`config.mk`:
```
export PLATFORM = sky130hd
export DESIGN_NAME = accel_tilt_max_tracker_top
export DESIGN_NICKNAME = d
export VERILOG_FILES = /design/src/rtl/core/atm_pkg.sv /design/src/rtl/core/atm_sqrt.sv /design/src/rtl/core/atm_cordic.sv /design/src/rtl/core/accel_tilt_max_tracker_top.sv
export SDC_FILE = /design/constraint.sdc
export NUM_CORES = 2
export LEC_CHECK = 0
export ABC_AREA = 1
export BUFFER_PORTS_ARGS = -buffer_cell sky130_fd_sc_hd__buf_4
export CORE_MARGIN = 2
export CORE_UTILIZATION = 50
export CTS_CLUSTER_DIAMETER = 40
export DETAILED_ROUTE_END_ITERATION = 6
export PLACE_DENSITY = 0.69
export SLEW_MARGIN = 25
export SYNTH_ARGS = -nofsm -noshare
export SYNTH_HDL_FRONTEND = slang
export SYNTH_HIERARCHICAL = 1
export SYNTH_SLANG_ARGS = --single-unit
export TNS_END_PERCENT = 50
```
`constraint.sdc`:
```
create_clock -name i_clk -period 6.8 [get_ports i_clk]
set_input_delay 1.02 -clock i_clk [delete_from_list [all_inputs] [get_ports i_clk]]
set_output_delay 1.02 -clock i_clk [all_outputs]
set_load 0.02 [all_outputs]
```
`src/rtl/core/atm_pkg.sv`:
```
package atm_pkg;

    localparam int CORDIC_ITERATIONS = 16;
    localparam int ATAN_LEN          = 24;
    localparam int CORDIC_STEPS      = (CORDIC_ITERATIONS < ATAN_LEN) ?
                                       CORDIC_ITERATIONS : ATAN_LEN;
    localparam int STEP_W            = $clog2(ATAN_LEN);

    localparam int RAW_W    = 16;
    localparam int AXIS_W   = 12;
    localparam int HSQ_W    = 24;
    localparam int RAD_W    = 40;
    localparam int SQ_W     = 42;
    localparam int ROOT_W   = 21;
    localparam int SQ_STEPS = 21;
    localparam int SQK_W    = 5;
    localparam int ZQ_W     = 20;
    localparam int CV_W     = 24;
    localparam int ACC_W    = 25;
    localparam int ANGLE_W  = 15;

    localparam logic [ANGLE_W-1:0]      NINETY_Q8  = 15'd23040;
    localparam logic signed [ACC_W-1:0] NINETY_Q16 = 25'sd5898240;

    typedef enum logic [2:0] {
        S_IDLE,
        S_SQ_X,
        S_SQ_Y,
        S_CLASS,
        S_ROOT,
        S_ROT,
        S_FIN
    } t_state;

    function automatic logic signed [ACC_W-1:0] atan_q16(input logic [STEP_W-1:0] idx);
        logic signed [ACC_W-1:0] v;
        case (idx)
            5'd0:    v = 25'sd2949120;
            5'd1:    v = 25'sd1740967;
            5'd2:    v = 25'sd919879;
            5'd3:    v = 25'sd466945;
            5'd4:    v = 25'sd234379;
            5'd5:    v = 25'sd117304;
            5'd6:    v = 25'sd58666;
            5'd7:    v = 25'sd29335;
            5'd8:    v = 25'sd14668;
            5'd9:    v = 25'sd7334;
            5'd10:   v = 25'sd3667;
            5'd11:   v = 25'sd1833;
            5'd12:   v = 25'sd917;
            5'd13:   v = 25'sd458;
            5'd14:   v = 25'sd229;
            5'd15:   v = 25'sd115;
            5'd16:   v = 25'sd57;
            5'd17:   v = 25'sd29;
            5'd18:   v = 25'sd14;
            5'd19:   v = 25'sd7;
            5'd20:   v = 25'sd4;
            5'd21:   v = 25'sd2;
            5'd22:   v = 25'sd1;
            default: v = '0;
        endcase
        return v;
    endfunction

endpackage

```
`src/rtl/core/atm_sqrt.sv`:
```
module atm_sqrt
    import atm_pkg::*;
(
    input  logic              i_clk,
    input  logic              i_rst_n,
    input  logic              i_start,
    input  logic [RAD_W-1:0]  i_radicand,
    output logic              o_busy,
    output logic [ROOT_W-1:0] o_root
);

    logic              r_busy;
    logic [SQK_W-1:0]  r_k;
    logic [RAD_W-1:0]  r_v;
    logic [SQ_W-1:0]   r_res;

    logic [SQ_W-1:0]   bit_val;
    logic [SQ_W-1:0]   trial;
    logic [SQ_W-1:0]   diff;
    logic              take;

    // one root bit per cycle, restoring
    always_comb begin
        bit_val = SQ_W'(1) << {r_k, 1'b0};
        trial   = r_res + bit_val;
        take    = ({2'b00, r_v} >= trial);
        diff    = {2'b00, r_v} - trial;
    end

    always_ff @(posedge i_clk) begin
        if (!i_rst_n) begin
            r_busy <= 1'b0;
        end else if (i_start) begin
            r_busy <= 1'b1;
        end else if (r_busy && r_k == '0) begin
            r_busy <= 1'b0;
        end
    end

    always_ff @(posedge i_clk) begin
        if (i_start) begin
            r_v   <= i_radicand;
            r_res <= '0;
            r_k   <= SQK_W'(SQ_STEPS - 1);
        end else if (r_busy) begin
            if (take) begin
                r_v   <= diff[RAD_W-1:0];
                r_res <= (r_res >> 1) + bit_val;
            end else begin
                r_res <= r_res >> 1;
            end
            r_k <= r_k - SQK_W'(1);
        end
    end

    assign o_busy = r_busy;
    assign o_root = r_res[ROOT_W-1:0];

endmodule

```
`src/rtl/core/atm_cordic.sv`:
```
module atm_cordic
    import atm_pkg::*;
(
    input  logic               i_clk,
    input  logic               i_rst_n,
    input  logic               i_start,
    input  logic [ZQ_W-1:0]    i_zq,
    input  logic [ROOT_W-1:0]  i_r,
    output logic               o_busy,
    output logic [ANGLE_W-1:0] o_angle
);

    logic                     r_busy;
    logic [STEP_W-1:0]        r_i;
    logic signed [CV_W-1:0]   r_x;
    logic signed [CV_W-1:0]   r_y;
    logic signed [ACC_W-1:0]  r_acc;

    logic signed [CV_W-1:0]   xs;
    logic signed [CV_W-1:0]   ys;
    logic signed [ACC_W-1:0]  atn;
    logic [ACC_W-2:0]         acc_c;
    logic [ACC_W-1:0]         rnd;
    logic [ANGLE_W:0]         q;

    always_comb begin
        xs  = r_x >>> r_i;
        ys  = r_y >>> r_i;
        atn = atan_q16(r_i);
    end

    // clamp to 0..90 deg, round half up to 8 fraction bits
    always_comb begin
        if (r_acc < 0) begin
            acc_c = '0;
        end else if (r_acc > NINETY_Q16) begin
            acc_c = NINETY_Q16[ACC_W-2:0];
        end else begin
            acc_c = r_acc[ACC_W-2:0];
        end
        rnd = {1'b0, acc_c} + ACC_W'(128);
        q   = rnd[ANGLE_W+8:8];
        if (q > {1'b0, NINETY_Q8}) begin
            o_angle = NINETY_Q8;
        end else begin
            o_angle = q[ANGLE_W-1:0];
        end
    end

    always_ff @(posedge i_clk) begin
        if (!i_rst_n) begin
            r_busy <= 1'b0;
        end else if (i_start) begin
            r_busy <= 1'b1;
        end else if (r_busy && r_i == STEP_W'(CORDIC_STEPS - 1)) begin
            r_busy <= 1'b0;
        end
    end

    always_ff @(posedge i_clk) begin
        if (i_start) begin
            r_x   <= signed'(CV_W'(i_zq));
            r_y   <= signed'(CV_W'(i_r));
            r_acc <= '0;
            r_i   <= '0;
        end else if (r_busy) begin
            if (!r_y[CV_W-1]) begin
                r_x   <= r_x + ys;
                r_y   <= r_y - xs;
                r_acc <= r_acc + atn;
            end else begin
                r_x   <= r_x - ys;
                r_y   <= r_y + xs;
                r_acc <= r_acc - atn;
            end
            r_i <= r_i + STEP_W'(1);
        end
    end

    assign o_busy = r_busy;

endmodule

```
`src/rtl/core/accel_tilt_max_tracker_top.sv`:
```
// flow: a clear goes straight to S_FIN; a general sample is squared, classified,
//   rooted and rotated; all-zero, zero-z and zero-horizontal samples skip both
// throughput: one sample at a time, paced by the 21-step square root
//   and the 16-step cordic loop, both one step per cycle, and by stalls in S_FIN
// reset: synchronous active low, clears the stored maximum and all handshake state
module accel_tilt_max_tracker_top
    import atm_pkg::*;
(
    input  logic               i_clk,
    input  logic               i_rst_n,
    input  logic               i_in_valid,
    output logic               o_in_ready,
    input  logic               i_cmd,
    input  logic [RAW_W-1:0]   i_x_raw,
    input  logic [RAW_W-1:0]   i_y_raw,
    input  logic [RAW_W-1:0]   i_z_raw,
    output logic               o_out_valid,
    input  logic               i_out_ready,
    output logic [ANGLE_W-1:0] o_tilt_angle,
    output logic               o_tilt_valid,
    output logic [ANGLE_W-1:0] o_max_tilt,
    output logic               o_new_max
);

    t_state r_state;
    t_state n_state;

    logic                     r_cmd;
    logic signed [AXIS_W-1:0] r_x;
    logic signed [AXIS_W-1:0] r_y;
    logic [AXIS_W-1:0]        r_az;
    logic [HSQ_W-1:0]         r_hsq;
    logic [ANGLE_W-1:0]       r_angle;
    logic                     r_valid;
    logic [ANGLE_W-1:0]       r_max;
    logic                     r_out_valid;
    logic [ANGLE_W-1:0]       r_out_angle;
    logic                     r_out_tvalid;
    logic                     r_out_new;

    logic                     in_fire;
    logic                     fin_fire;
    logic                     sqrt_start;
    logic                     cordic_start;
    logic                     sqrt_busy;
    logic                     cordic_busy;
    logic [ROOT_W-1:0]        root;
    logic [ANGLE_W-1:0]       cordic_angle;

    logic signed [AXIS_W-1:0] z_in;
    logic [AXIS_W:0]          z_abs;
    logic signed [AXIS_W-1:0] mul_op;
    logic signed [HSQ_W-1:0]  sq;
    logic                     raise;

    assign in_fire = i_in_valid && o_in_ready;
    assign z_in    = signed'(i_z_raw[RAW_W-1:RAW_W-AXIS_W]);
    assign z_abs   = z_in[AXIS_W-1] ? (AXIS_W+1)'(-(AXIS_W+1)'(z_in))
                                    : (AXIS_W+1)'(z_in);

    // shared squarer for x then y
    assign mul_op = (r_state == S_SQ_X) ? r_x : r_y;
    assign sq     = mul_op * mul_op;
    assign raise  = r_valid && (r_angle > r_max);

    always_ff @(posedge i_clk) begin
        if (!i_rst_n) begin
            r_state <= S_IDLE;
        end else begin
            r_state <= n_state;
        end
    end

    always_comb begin
        n_state      = r_state;
        o_in_ready   = 1'b0;
        sqrt_start   = 1'b0;
        cordic_start = 1'b0;
        fin_fire     = 1'b0;
        case (r_state)
            S_IDLE: begin
                o_in_ready = 1'b1;
                if (i_in_valid) begin
                    n_state = i_cmd ? S_FIN : S_SQ_X;
                end
            end
            S_SQ_X: n_state = S_SQ_Y;
            S_SQ_Y: n_state = S_CLASS;
            S_CLASS: begin
                if (r_hsq == '0 || r_az == '0) begin
                    n_state = S_FIN;
                end else begin
                    sqrt_start = 1'b1;
                    n_state    = S_ROOT;
                end
            end
            S_ROOT: begin
                if (!sqrt_busy) begin
                    cordic_start = 1'b1;
                    n_state      = S_ROT;
                end
            end
            S_ROT: begin
                if (!cordic_busy) begin
                    n_state = S_FIN;
                end
            end
            S_FIN: begin
                if (!r_out_valid || i_out_ready) begin
                    fin_fire = 1'b1;
                    n_state  = S_IDLE;
                end
            end
            default: n_state = S_IDLE;
        endcase
    end

    always_ff @(posedge i_clk) begin
        if (in_fire) begin
            r_cmd   <= i_cmd;
            r_x     <= signed'(i_x_raw[RAW_W-1:RAW_W-AXIS_W]);
            r_y     <= signed'(i_y_raw[RAW_W-1:RAW_W-AXIS_W]);
            r_az    <= z_abs[AXIS_W-1:0];
            r_angle <= '0;
            r_valid <= 1'b0;
        end else begin
            case (r_state)
                S_SQ_X: r_hsq <= HSQ_W'(sq);
                S_SQ_Y: r_hsq <= r_hsq + HSQ_W'(sq);
                S_CLASS: begin
                    r_valid <= (r_hsq != '0) || (r_az != '0);
                    if (r_az == '0 && r_hsq != '0) begin
                        r_angle <= NINETY_Q8;
                    end
                end
                S_ROT: begin
                    if (!cordic_busy) begin
                        r_angle <= cordic_angle;
                    end
                end
                default: ;
            endcase
        end
    end

    always_ff @(posedge i_clk) begin
        if (!i_rst_n) begin
            r_max       <= '0;
            r_out_valid <= 1'b0;
        end else begin
            if (fin_fire) begin
                r_out_valid <= 1'b1;
                if (r_cmd) begin
                    r_max <= '0;
                end else if (raise) begin
                    r_max <= r_angle;
                end
            end else if (i_out_ready) begin
                r_out_valid <= 1'b0;
            end
        end
    end

    always_ff @(posedge i_clk) begin
        if (fin_fire) begin
            r_out_angle  <= r_cmd ? '0 : r_angle;
            r_out_tvalid <= !r_cmd && r_valid;
            r_out_new    <= !r_cmd && raise;
        end
    end

    atm_sqrt u_sqrt (
        .i_clk      (i_clk),
        .i_rst_n    (i_rst_n),
        .i_start    (sqrt_start),
        .i_radicand ({r_hsq, 16'b0}),
        .o_busy     (sqrt_busy),
        .o_root     (root)
    );

    atm_cordic u_cordic (
        .i_clk   (i_clk),
        .i_rst_n (i_rst_n),
        .i_start (cordic_start),
        .i_zq    ({r_az, 8'b0}),
        .i_r     (root),
        .o_busy  (cordic_busy),
        .o_angle (cordic_angle)
    );

    assign o_out_valid  = r_out_valid;
    assign o_tilt_angle = r_out_angle;
    assign o_tilt_valid = r_out_tvalid;
    assign o_max_tilt   = r_max;
    assign o_new_max    = r_out_new;

endmodule

```
* Word-level counts from Yosys, hierarchy flattened *
Memory sizes are Yosys's and may differ from the RTL's. A register that Yosys moved wholly into a read port is not among the register bits.
Cells that the tools add are included.

operators by class
  $add $sub $neg = 14
  multiply operators = 1
  order comparisons = 5
  equality and inequality tests = 12
  shifts and indexed selects = 3
  mux-type cells = 44
  bitwise gates (word level) = 1
  reductions and logical operators = 33

operators with widths
  cell                   number
  $mux 40                3
  $mux 24                4
  $mux 15                5
  $add 24x24->24         3
  $pmux 24 s2            1
  $sshr 24x5->24         2
  $sub 24x24->24         2
  $add 41x42->42         1
  $add 42x42->42         1
  $ge 40x42->1           1
  $mux 21                2
  $mux 42                1
  $shl 1x6->42 const A   1
  $mux 20                2
  $sub 40x40->40         1
  $pmux 15 s2            1
  $add 25x25->25         1
  $gt 25x24->1 const B   1
  $lt 25x1->1 const B    1
  $mux 25                1
  $sub 25x25->25         1
  $add 24x8->24 const B  1
  $logic_not 24->1       1
  $mul 12x12->24         1
  other kinds (30)       74

storage, ports and cells
  register bits = 280
  ROM bits = 704
  bits of input ports = 53
  output and inout bits = 34
  memories kept = 1

memories
  name              words  width  read ports  clocked after memory_dff  write ports  line           text
  (name not given)  32     22     1           1                         0            atm_pkg.sv:37  case (idx)

* Longest topological paths before layout *
  word-level depth = 8
  gate-level depth with buffers = 43

* Hierarchy *
Netlist, hierarchy kept.

modules (own cells, without submodules)
  module                      instances  cells an instance  area each (sq um)  seq. area each (sq um)
  atm_cordic                  1          2,142              12,812.3           2,432.3
  accel_tilt_max_tracker_top  1          1,504              11,846.4           3,042.9
  atm_sqrt                    1          1,879              11,197.0           2,162.1

* Worst setup path before layout *
Ideal clock, no wire load.

  path kind = reg-to-reg
  start point = reg r_state[0]
  end point = reg r_hsq[23] (data pin)
  setup time = 0.252 ns
  arrival time = 6.534 ns
  data required time = 6.548 ns
  slack = 0.013 ns
  cell stages (with the launch flop) = 37
  path buffers = 2
  cell sequence = dfxtp_1 nand2_2 nor2_2 inv_2 buf_8 o21ai_4 inv_2 buf_6 nor2_1 fa_1 fa_1 inv_1 fa_1 inv_1 fa_1 inv_1 fa_1 inv_1 ha_1 nand2_1 nor3_1 nand4_1 nand3_1 nand2_1 and2_1 ha_1 nand2_1 nor2_1 nand2_1 nor2_1 nand2_1 nand3_1 nand2_1 inv_1 nor2_1 nand2_1 nand2_1

on the way
  longest elaborated chain between the ends = 5
  elaborated cells between the ends (all ways) = 6
  those cells by class = 1 x add/sub; 1 x mul; 2 x eq/ne; 2 x mux

RTL lines
  item                    line                                                                 text
  from (decl)             accel_tilt_max_tracker_top.sv:25                                     t_state r_state;
  from (signal assigned)  accel_tilt_max_tracker_top.sv:70                                     r_state <= n_state;
  $eq 3x1->1              accel_tilt_max_tracker_top.sv:62, accel_tilt_max_tracker_top.sv:127
  $mux 12                 accel_tilt_max_tracker_top.sv:62                                     assign mul_op = (r_state == S_SQ_X) ? r_x : r_y;
  $mul 12x12->24          accel_tilt_max_tracker_top.sv:63                                     assign sq = mul_op * mul_op;
  $add 24x24->24          accel_tilt_max_tracker_top.sv:129                                    S_SQ_Y: r_hsq <= r_hsq + HSQ_W'(sq);
  $pmux 24 s2 (*)         accel_tilt_max_tracker_top.sv:127                                    case (r_state)
  to (signal assigned)    accel_tilt_max_tracker_top.sv:128                                    S_SQ_X: r_hsq <= HSQ_W'(sq);
  to (signal assigned)    accel_tilt_max_tracker_top.sv:129
  to (decl)               accel_tilt_max_tracker_top.sv:32                                     logic [HSQ_W-1:0] r_hsq;

Mark *: on every way between the ends. The rest lies on a longest branch, timed or not.
A chain may end at the register's enable or synchronous reset.

* Worst setup path after layout *
  start point = reg r_state[0]
  end point = reg r_hsq[21] (data pin)

The elaborated chain is that of the path after synthesis.

==> results.md <==
* Pre-antenna DRT Iters at 6
* Crit Path Max Fanout at 5
* Post-synth EDFFs at 159
* Largest cells by area after synthesis: nand2_1 16%, edfxtp_1 13%, ha_1 9.4%
* Cells after Synth at 5525
* Synth top cells by count: 1519 x nand2_1, 787 x inv_1, 530 x nor2_1, 515 x nand3_1, 336 x a21oi_1
* ANT cells at 0
* Synthesis-to-finish area growth at 17.10%
* Dpl hpwl at 88.62 mm
* CP arrival at 7.09 ns
* Worst endpoint required time at 7.14 ns
* Total track usage at 29.90%
* First-pass GRT wire length at 178.3 mm
* Startpoint types: flop
* IO Port Bufs at 74
* Fin. Hold Viols at 0
* Io pins at between 80 and 90
* Status: complete, no violations
* Final Non-Filler Cells at 6751
* RSZ-0062 raised after global routing: yes
* Clk slew on worst S/H paths at 0.05 ns
* Seq/Total Area, Yosys at 21.30%
* Initial antenna violation count at 1
* Fin crit share at 99.15%
* Yosys reg bits at 302
* Avg Cell Area, Syn at ~6.5 µm²
* Wire per inst at 17.06 µm
* Largest net degree at the start of global routing at 87
* Num CTS Buffers at 66
* Die extent in x at roughly 270 µm
* Hold-fix buffers at CTS at 0
* Die Y at 271.8 µm
* CTS Sinks at a little over 300
* Setup violation total in the final timing report at 0
* Max-slew violation count at 0
* Area share of the largest cell type after synthesis at 15.90%
* DP Cell Count at 6592
* DRC at 0
* Top-count cell post-synth: nand2_1
* Worst min-delay path class: reg2reg
* Initial Util at between 50% and 60%
* Grt ovf at 0
* Core area at 71240 µm²
* Cell depth of the worst hold path at 2
* CP most frequent cell: inv_1
* Number of global-route vias before repair at around 34k
* Slowest-stage cell, CP: fa_1
* Reg2reg path depth at 36
* Warnings, synthesis at 6
* Nets at ~6.2k
* GPL Wtd Cong at 0.9589
* Slew HR at 32.53%
* Vias per cell at 5.523
* Post-Synthesis Cell Area at 35860 µm²
* Worst Setup End Kind: flop
* Max H-tree Level at 3
* Routed Antenna Nets at 0
* Netlist cell types at between 60 and 70
* Synth Flop Type: edfxtp_1
* Worst slew pin tran at 1.012 ns
* Die area at 73870 µm²
* Design area at 41990 µm²
* Num rows at slightly below 100
* Min Tclk post-route at just under 7 ns
* DR iter-0 viols at between 3k and 4k
* Share of flip-flops with an asynchronous set or reset at 0%
* CTS max path bufs at 3
* MaxCap Viol Count at 0
* Share of cells above drive strength 1 at ~14%
* Clk root buf: clkbuf_16
* Max Fclk at 148.3 MHz
* Placed Instance Area at around 38000 µm²
* Area leader, netlist: nand2_1
* CTS tree: done
* Setup CP Type: reg2reg
* Worst skew pair latency at roughly 0.6 ns
* Max incr delay on CP at between 0.5 and 0.6 ns
* Routed WL at roughly 120 mm
* WHS at approximately 0.49 ns
* Via count at about 37k
* Final Skew at between 0.02 and 0.03 ns
metal layers:
layer	part of all wire (%)	track usage [%]	vias to the layer above
li1	-	-	18400
met1	44	40.70	17400
met2	46	48.58	1254
met3	6.8	4.219	231
met4	3.6	10.32	2
met5	0.010	0	-
cells in the final DEF, fill, tap and decap left out, types with 32 or more instances in the layout:
master / Yosys / layout
nand2_1: 1519 / 1473
inv_2: 25 / 49
nand4_1: 64 / 64
xnor2_1: 61 / 59
o21ai_1: 32 / 40
nor2_1: 530 / 483
a21oi_2: 14 / 33
ha_1: 270 / 236
xor2_1: 110 / 104
edfxtp_1: 159 / 159
or2_2: 60 / 59
nor2_4: 9 / 32
buf_4: 22 / 272
dfxtp_1: 143 / 140
inv_1: 787 / 759
fa_1: 124 / 114
o21ai_0: 239 / 230
clkbuf_16: 0 / 70
a21oi_1: 336 / 314
nor3_1: 58 / 54
nand3_1: 515 / 511
nor2_2: 14 / 38
nand2_2: 21 / 56
metrics by stage:
| stage | utilization, % | setup TNS, ns | setup slack [ns] |
|---|---|---|---|
| after floorplan | - | 0 | 0.01347 |
| after global placement | 53.58 | -0.8212 | -0.1854 |
| after detailed placement | 53.58 | -1.750 | -0.2568 |
| after CTS | 56.78 | -0.06200 | -0.06200 |
| after global routing | 58.94 | -1.261 | -0.1762 |
| final | 58.94 | 0 | 0.05760 |
what timing repair did:
item                       4_1_cts  5_1_grt
cloned                           0        3
setup endpoints to repair       11       13
resized for setup               15      293
buffers inserted                 0       37
pin swaps                        1      141
flip-flops by register name, indices dropped and copies added (netlist names), 12 cells and up:
name	cells
r_x	12
o_tilt_angle	15
u_sqrt/r_res	42
r_az	12
o_max_tilt	15
u_cordic/r_y	24
r_angle	15
u_cordic/atn	22
u_cordic/r_x	24
u_cordic/r_acc	25
r_y	12
u_sqrt/r_v	40
r_hsq	24
path summary, 6_finish.rpt:
path	startpoint	endpoint	slack (ns)
setup reg to reg	r_state[0]$_SDFFE_PN0P_	r_hsq[21]$_DFFE_PP_	0.06
setup / recovery	r_state[0]$_SDFFE_PN0P_	r_hsq[21]$_DFFE_PP_	0.06
hold reg to reg	r_angle[0]$_SDFFE_PP0P_	r_angle[0]$_SDFFE_PP0P_	0.49
hold / removal	r_angle[0]$_SDFFE_PP0P_	r_angle[0]$_SDFFE_PP0P_	0.49
cells by family (layout without fill, tap and decap cells):
logic type,after synthesis,count (layout),synth area share [%]
other,1,24,0.01046
and+or+nand+nor,2876,2876,34.40
DFF,302,302,21.30
buffers and inverters,983,1236,11.19
xor gates and xnor gates,171,171,4.177
AOI/OAI and AO/OA,798,798,12.58
adders and majority gates,394,394,16.35
worst max-delay path, delay by kind of cell, from the launching register on:
kind,cells,cell delay (ns)
simple gates,14,1.65
fa+ha+maj,7,2.84
xor+xnor,1,0.21
compound gates,2,0.23
flops,1,0.37
buf+inv,12,1.18
area by class of cell:
type                            instances  area, µm²
Timing Repair Buffer                  294       2320
Sequential cell                       302       7641
Timing Repair inverter                  3      33.78
Fill cell                            6788      29250
Tap cell                              950       1189
Inverter                              820       3120
Clock buffer                           75       1780
Clock inverter                         44      430.4
Multi-Input combinational cell       4263      25470
Power is left out: the tool's default activity adds up to more than one toggle a clock period on the data nets, which glitch-free logic cannot reach.
